$ cat config.mk
export PLATFORM = sky130hd
export DESIGN_NAME = lifostk_ctrl
export DESIGN_NICKNAME = d
export VERILOG_FILES = /design/src/hw/rtl/lifostk_pkg.sv /design/src/hw/rtl/lifostk_ctrl.sv
export VERILOG_INCLUDE_DIRS = /design/src /design/src/hw/rtl
export SDC_FILE = /design/constraint.sdc
export NUM_CORES = 1
export LEC_CHECK = 0
export ABC_AREA = 1
export CORE_MARGIN = 2
export CORE_UTILIZATION = 30
export CTS_CLUSTER_DIAMETER = 80
export DETAILED_ROUTE_END_ITERATION = 10
export DONT_BUFFER_PORTS = 1
export PLACE_DENSITY = 0.48
export SYNTH_ARGS = -nofsm -noshare
export SYNTH_HDL_FRONTEND = slang
export SYNTH_SLANG_ARGS = --single-unit
$ cat constraint.sdc
create_clock -name aclk -period 3.8 [get_ports aclk]
set_input_delay 0.19 -clock aclk [delete_from_list [all_inputs] [get_ports aclk]]
set_output_delay 0.19 -clock aclk [all_outputs]
set_load 0.01 [all_outputs]
$ cat src/hw/rtl/lifo_stack_with_search_core_macros.svh
// assertion macros used by the lifo stack controller
`ifndef LIFO_STACK_WITH_SEARCH_CORE_MACROS_SVH
`define LIFO_STACK_WITH_SEARCH_CORE_MACROS_SVH

`ifndef SYNTHESIS

// same-cycle implication, disabled during reset
`define LIFOSTK_ASSERT_IMP(label, ante, cons) \
    label: assert property (@(posedge aclk) disable iff (!aresetn) (ante) |-> (cons)) \
        else $error("lifostk assertion failed");

// next-cycle implication, disabled during reset
`define LIFOSTK_ASSERT_NXT(label, ante, cons) \
    label: assert property (@(posedge aclk) disable iff (!aresetn) (ante) |=> (cons)) \
        else $error("lifostk assertion failed");

`else

`define LIFOSTK_ASSERT_IMP(label, ante, cons)
`define LIFOSTK_ASSERT_NXT(label, ante, cons)

`endif

`endif

$ cat src/hw/rtl/lifostk_pkg.sv
// package with sizes, codes and shared types of the lifo stack
package lifostk_pkg;

    localparam int DEPTH  = 256;
    localparam int DATA_W = 32;
    localparam int PTR_W  = $clog2(DEPTH);
    localparam int CNT_W  = $clog2(DEPTH + 1);

    // operation codes
    localparam logic [1:0] OP_PUSH   = 2'd0;
    localparam logic [1:0] OP_POP    = 2'd1;
    localparam logic [1:0] OP_SEARCH = 2'd2;

    // status codes
    localparam logic [1:0] ST_DONE      = 2'd0;
    localparam logic [1:0] ST_EMPTY     = 2'd1;
    localparam logic [1:0] ST_FULL      = 2'd2;
    localparam logic [1:0] ST_NOT_FOUND = 2'd3;

    // request from the controller to the entry memory
    typedef struct packed {
        logic                     we;
        logic [PTR_W-1:0]         waddr;
        logic signed [DATA_W-1:0] wdata;
        logic [PTR_W-1:0]         raddr;
    } ram_req_t;

    // low 9 bits of an entry count
    function automatic logic [8:0] count_out(input logic [CNT_W-1:0] c);
        logic [CNT_W+8:0] wide;
        wide = {{9{1'b0}}, c};
        return wide[8:0];
    endfunction

    // low 8 bits of a search distance
    function automatic logic [7:0] pos_out(input logic [PTR_W-1:0] d);
        logic [PTR_W+7:0] wide;
        wide = {{8{1'b0}}, d};
        return wide[7:0];
    endfunction

endpackage

$ cat src/hw/rtl/lifostk_ctrl.sv
// stack controller: count, search sequencer and result register
`include "lifo_stack_with_search_core_macros.svh"

module lifostk_ctrl (
    input  logic                              aclk,
    input  logic                              aresetn,
    input  logic                              s_valid,
    output logic                              s_ready,
    input  logic [1:0]                        s_kind,
    input  logic signed [lifostk_pkg::DATA_W-1:0] s_push_value,
    input  logic signed [lifostk_pkg::DATA_W-1:0] s_search_key,
    output logic                              m_valid,
    input  logic                              m_ready,
    output logic [1:0]                        m_status,
    output logic [7:0]                        m_found_position,
    output logic [8:0]                        m_entry_count,
    output lifostk_pkg::ram_req_t             ram_req,
    input  logic signed [lifostk_pkg::DATA_W-1:0] ram_rdata
);
    import lifostk_pkg::*;

    typedef enum logic {
        S_IDLE,
        S_SEARCH
    } state_t;

    state_t                    state_reg, state_next;
    logic [CNT_W-1:0]          count_reg, count_next;
    logic [PTR_W-1:0]          dist_reg, dist_next;
    logic signed [DATA_W-1:0]  key_reg, key_next;
    logic                      m_valid_reg, m_valid_next;
    logic [1:0]                status_reg, status_next;
    logic [7:0]                pos_reg, pos_next;
    logic [8:0]                cnt_out_reg, cnt_out_next;
    logic [PTR_W-1:0]          top_ptr;
    logic                      accept;

    // index of the top entry, valid when the stack is not empty
    assign top_ptr = PTR_W'(count_reg - CNT_W'(1));
    assign s_ready = (state_reg == S_IDLE) && (!m_valid_reg || m_ready);
    assign accept  = s_valid && s_ready;

    // next state, memory requests and result
    always_comb begin
        state_next    = state_reg;
        count_next    = count_reg;
        dist_next     = dist_reg;
        key_next      = key_reg;
        m_valid_next  = m_valid_reg;
        status_next   = status_reg;
        pos_next      = pos_reg;
        cnt_out_next  = cnt_out_reg;
        ram_req.we    = 1'b0;
        ram_req.waddr = count_reg[PTR_W-1:0];
        ram_req.wdata = s_push_value;
        ram_req.raddr = (state_reg == S_IDLE) ? top_ptr : top_ptr - dist_reg - PTR_W'(1);

        if (m_valid_reg && m_ready) begin
            m_valid_next = 1'b0;
        end

        case (state_reg)
            S_IDLE: begin
                if (accept) begin
                    m_valid_next = 1'b1;
                    status_next  = ST_DONE;
                    pos_next     = '0;
                    cnt_out_next = count_out(count_reg);
                    case (s_kind)
                        OP_PUSH: begin
                            if (count_reg == CNT_W'(DEPTH)) begin
                                status_next = ST_FULL;
                            end else begin
                                ram_req.we   = 1'b1;
                                count_next   = count_reg + CNT_W'(1);
                                cnt_out_next = count_out(count_reg + CNT_W'(1));
                            end
                        end
                        OP_POP: begin
                            if (count_reg == '0) begin
                                status_next = ST_EMPTY;
                            end else begin
                                count_next   = count_reg - CNT_W'(1);
                                cnt_out_next = count_out(count_reg - CNT_W'(1));
                            end
                        end
                        OP_SEARCH: begin
                            if (count_reg == '0) begin
                                status_next = ST_NOT_FOUND;
                            end else begin
                                // top entry read is issued this cycle
                                m_valid_next = 1'b0;
                                key_next     = s_search_key;
                                dist_next    = '0;
                                state_next   = S_SEARCH;
                            end
                        end
                        default: begin
                        end
                    endcase
                end
            end
            S_SEARCH: begin
                // compare the entry read for the current distance
                if (ram_rdata == key_reg) begin
                    m_valid_next = 1'b1;
                    status_next  = ST_DONE;
                    pos_next     = pos_out(dist_reg);
                    cnt_out_next = count_out(count_reg);
                    state_next   = S_IDLE;
                end else if (dist_reg == top_ptr) begin
                    m_valid_next = 1'b1;
                    status_next  = ST_NOT_FOUND;
                    pos_next     = '0;
                    cnt_out_next = count_out(count_reg);
                    state_next   = S_IDLE;
                end else begin
                    dist_next = dist_reg + PTR_W'(1);
                end
            end
            default: begin
                state_next = S_IDLE;
            end
        endcase
    end

    // state and registered outputs
    always_ff @(posedge aclk) begin
        if (!aresetn) begin
            state_reg   <= S_IDLE;
            count_reg   <= '0;
            m_valid_reg <= 1'b0;
        end else begin
            state_reg   <= state_next;
            count_reg   <= count_next;
            m_valid_reg <= m_valid_next;
        end
        dist_reg    <= dist_next;
        key_reg     <= key_next;
        status_reg  <= status_next;
        pos_reg     <= pos_next;
        cnt_out_reg <= cnt_out_next;
    end

    assign m_valid          = m_valid_reg;
    assign m_status         = status_reg;
    assign m_found_position = pos_reg;
    assign m_entry_count    = cnt_out_reg;

    // checks
    `LIFOSTK_ASSERT_IMP(a_no_accept_in_search, state_reg == S_SEARCH, !s_ready)
    `LIFOSTK_ASSERT_IMP(a_no_result_in_search, state_reg == S_SEARCH, !m_valid_reg)
    `LIFOSTK_ASSERT_IMP(a_count_bounded, 1'b1, count_reg <= CNT_W'(DEPTH))
    `LIFOSTK_ASSERT_NXT(a_full_push_keeps_count, accept && s_kind == OP_PUSH && count_reg == CNT_W'(DEPTH), $stable(count_reg))

endmodule

==> flow_results.xml <==
<?xml version="1.0" encoding="UTF-8"?>
<metrics>
  <group name="die">
    <metric name="die_height" unit="µm">123.5</metric>
    <metric name="die-area" unit="µm²">15260</metric>
    <metric name="standard_cell_rows" unit="">43</metric>
    <metric name="initial_utilization" unit="%">30.75</metric>
    <metric name="num_io_pins" unit="">172</metric>
    <metric name="die_width" unit="µm">123.5</metric>
    <metric name="floorplan.core_area" unit="µm²">13930</metric>
  </group>
  <group name="run">
    <metric name="maxCapViolations" unit="">0</metric>
  </group>
  <group name="grt">
    <metric name="antenna_violations_before_repair" unit="">0</metric>
    <metric name="vias_in_the_first_global_route" unit="">3019</metric>
    <metric name="largest_net_degree_at_the_start_of_global_routing" unit="">45</metric>
    <metric name="grt_overflow_total" unit="">0</metric>
    <metric name="first_pass_grt_wire_length" unit="µm">15930</metric>
    <metric name="grt_use_total" unit="%">14.25</metric>
  </group>
  <group name="cts">
    <metric name="post_cts_resized" unit="">0</metric>
    <metric name="numCtsBuffers" unit="">9</metric>
    <metric name="cts.clk_slew.worst_paths" unit="ns">0.06</metric>
    <metric name="source_to_sink_clock_delay_at_the_later_pin_of_the_worst_skew_pair" unit="ns">0.34</metric>
    <metric name="clkSinkCount" unit="">70</metric>
    <metric name="cts_root_buf" unit="">sky130_fd_sc_hd__clkbuf_16</metric>
    <metric name="clk_path_buf_depth" unit="">2</metric>
    <metric name="cts_tree" unit="">built</metric>
    <metric name="clock_tree.htree_level_count" unit="">3</metric>
  </group>
  <group name="yosys">
    <metric name="postSynthAreaPerCell" unit="µm²">8.946</metric>
    <metric name="postSynth.asyncResetShare" unit="%">0</metric>
    <metric name="synth_warn" unit="">0</metric>
    <metric name="postSynthCellCount" unit="">479</metric>
    <metric name="leading_cell_types_by_count_after_synthesis" unit="">sky130_fd_sc_hd__nand2_1 (100), sky130_fd_sc_hd__edfxtp_1 (59), sky130_fd_sc_hd__inv_1 (56)</metric>
    <metric name="post_synthesis_xor_xnor_area_fraction" unit="%">7.299</metric>
    <metric name="yosysTopAreaCellShare" unit="%">41.34</metric>
    <metric name="combinational_family_with_the_most_area_after_synthesis" unit="">simple AND/OR/NAND/NOR gates</metric>
    <metric name="synth_top_cell_by_area" unit="">sky130_fd_sc_hd__edfxtp_1</metric>
    <metric name="yosys_most_used_dff" unit="">sky130_fd_sc_hd__edfxtp_1</metric>
    <metric name="mux_contribution_to_synthesized_area" unit="%">0</metric>
    <metric name="post_synth_num_cell_types" unit="">41</metric>
    <metric name="synth-edff-count" unit="">59</metric>
    <metric name="largest_cells_by_area_after_synthesis" unit="">sky130_fd_sc_hd__edfxtp_1 (41%), sky130_fd_sc_hd__nand2_1 (8.8%), sky130_fd_sc_hd__buf_4 (7.0%)</metric>
    <metric name="synth.ff_latch_count" unit="">70</metric>
    <metric name="synth_compound_area_share" unit="%">9.343</metric>
    <metric name="post_synth_and_or_nand_nor_area_fraction" unit="%">19.85</metric>
    <metric name="synth.net_count" unit="">592</metric>
    <metric name="synth-adder-area-share" unit="%">3.387</metric>
    <metric name="ys_seq_area_share" unit="%">46.48</metric>
    <metric name="synth_most_common_cell" unit="">sky130_fd_sc_hd__nand2_1</metric>
    <metric name="syn-cell-area" unit="µm²">4285</metric>
  </group>
  <group name="sta">
    <metric name="clock.fmax" unit="GHz">0.2998</metric>
    <metric name="timing_max_transition_violations_final" unit="">0</metric>
    <metric name="timing.slew.headroom" unit="%">63.09</metric>
    <metric name="clock_skew" unit="ns">0.01269</metric>
    <metric name="setup-violations-final" unit="">0</metric>
    <metric name="layout_worst_path_cycle_share" unit="%">87.78</metric>
    <metric name="setup_total_neg_slack" unit="ns">0</metric>
    <metric name="finalHoldViolations" unit="">0</metric>
    <metric name="timing_worst_slew_pin_value" unit="ns">0.5529</metric>
    <metric name="fin_crit" unit="ns">3.336</metric>
    <metric name="grt_setup_unrepaired" unit="">false</metric>
  </group>
  <group name="placement">
    <metric name="placed_cells" unit="">616</metric>
    <metric name="port-buffer-count" unit="">0</metric>
    <metric name="gp_congestion" unit="">0.8614</metric>
    <metric name="hpwlAfterDp" unit="µm">8158</metric>
    <metric name="placedInstanceArea" unit="µm²">4212</metric>
  </group>
  <group name="route">
    <metric name="routed_wl" unit="µm">10560</metric>
    <metric name="detailedRoute.firstIterationViolations" unit="">205</metric>
    <metric name="via_per_inst" unit="">4.586</metric>
    <metric name="detailedRoute.firstPassIterationCount" unit="">4</metric>
    <metric name="route.detailed.drc" unit="">0</metric>
    <metric name="route.antenna.remaining_nets" unit="">0</metric>
    <metric name="average_routed_wire_per_standard_cell" unit="µm">15.87</metric>
    <metric name="dr_total_vias" unit="">3050</metric>
  </group>
  <group name="layout">
    <metric name="diodes" unit="">0</metric>
    <metric name="layout-area-overhead-vs-synth" unit="%">12.38</metric>
    <metric name="final_layout_size_suffix_gt1_share" unit="%">11.34</metric>
    <metric name="layout.cells.non_filler" unit="">665</metric>
    <metric name="finalNetCount" unit="">593</metric>
    <metric name="final_design_area_no_fill" unit="µm²">4816</metric>
    <metric name="largest_reg_flops" unit="">32</metric>
  </group>
  <group name="power_and_ir_drop">
    <metric name="powerDensity" unit="nW/µm²">481.1</metric>
    <metric name="peakVddDrop" unit="mV">0.1924</metric>
    <metric name="total_leakage_power" unit="µW">0.001922</metric>
  </group>
  <group name="worst_setup_path">
    <metric name="timing.critical_path.required" unit="ns">3.84</metric>
    <metric name="endpoint_kind" unit="">flop</metric>
    <metric name="crit_type" unit="">flop to flop</metric>
    <metric name="worst_ep_arrival_time" unit="ns">3.37</metric>
    <metric name="critical_path.cell_chain" unit="">inv_2 -&gt; ha_1 -&gt; nand3_4 -&gt; xor2_1 -&gt; inv_2 -&gt; ha_1 -&gt; nand2_1 -&gt; nor4_1 -&gt; nand3_2 -&gt; nand3_2 -&gt; nand2_2 -&gt; inv_1 -&gt; buf_4</metric>
    <metric name="critical_path.n_buffers_inverters" unit="">4</metric>
    <metric name="crit_path_max_incr_delay" unit="ns">0.53</metric>
    <metric name="slowest_stage" unit="">sky130_fd_sc_hd__dfxtp_1</metric>
    <metric name="timing.critical_path.from_type" unit="">flop</metric>
    <metric name="peak_fanout_along_the_critical_path" unit="">11</metric>
    <metric name="critical-path-top-delay-family" unit="">simple AND/OR/NAND/NOR gates</metric>
  </group>
  <group name="worst_hold_path">
    <metric name="timing.hold.worst.class" unit="">primary input to flop</metric>
  </group>
  <group name="status">
    <metric name="outcome" unit="">completed</metric>
  </group>
</metrics>
## layout by cell type (no fill, tap or decap), drive strengths merged
cell / count
xor2: 10
clkinv: 6
fa: 1
clkinvlp: 1
nand3b: 1
dlygate4sd3: 33
nand4: 3
o211ai: 5
dfxtp: 11
edfxtp: 59
nand2: 107
a41oi: 1
o21ai: 34
o31ai: 1
ha: 10
a31oi: 3
nand3: 22
nor3: 11
clkbuf: 9
xnor2: 24
o221ai: 2
inv: 64
nor2: 39
nor4: 3
buf: 4
a22oi: 1
a21oi: 20
## per-layer routing
layer  routed length [µm]  vias to the layer above  track usage (%)
met1                 4455                     1357            16.73
met5                    0                        -                0
met3                 1190                       24            6.089
met2                 4626                      122            21.70
li1                     -                     1547                -
met4                  283                        0            8.168
## repair_timing
| action | in CTS | in global routing |
|---|---|---|
| endpoints found under the hold margin | 35 | 0 |
| setup endpoints to repair | 0 | 0 |
| setup buffers | 0 | 0 |
| hold buffers | 33 | 0 |
## tightest hold or removal path, delay by kind of cell
kind	cells	cell delay (ns)
AO/OA/AOI/OAI	1	0.05
buffers and inverters	1	0.07
AND/OR/NAND/NOR	1	0.06
## cell families after synthesis
logic type	count (synthesis)
flops	70
fa+ha+maj	11
buf+inv	111
compound gates	67
xor+xnor	34
simple gates	186
## final timing paths
path	slack (ns)	start	end	depth (start not counted)
setup reg to reg	0.46	count_reg[0]	m_status[0]	13
hold / removal	0.09	m_ready	m_valid	3
setup / recovery	0.46	count_reg[0]	m_status[0]	13
hold reg to reg	0.62	dist_reg[0]	dist_reg[0]	1
## per-stage QoR
step	setup slack (ns)	total power (µW)	util, %	hold WS [ns]
2_1_floorplan	0.4567	1447	-	0.2889
3_3_place_gp	0.5434	1525	30.22	0.2889
3_5_place_dp	0.4848	1530	30.22	0.2889
4_1_cts	0.4361	2356	34.56	0.07199
5_1_grt	0.1770	2460	34.56	0.1012
6_report	0.4643	2317	34.56	0.08927
## power breakdown
group	switching [µW]	internal (µW)	total [µW]
Clock	337	442	779
Combinational	344	202	545
Sequential	78.3	914	993
Total	759	1560	2320
## layout make-up
class	count	area, µm²
Tap cell	180	225.2
Fill cell	1431	9119
Sequential cell	70	1992
Timing Repair Buffer	37	360.3
Clock buffer	9	225.2
Inverter	64	247.7
Multi-Input combinational cell	298	1717
Clock inverter	7	48.80
Note: power is estimated with default switching activity, not from simulation.
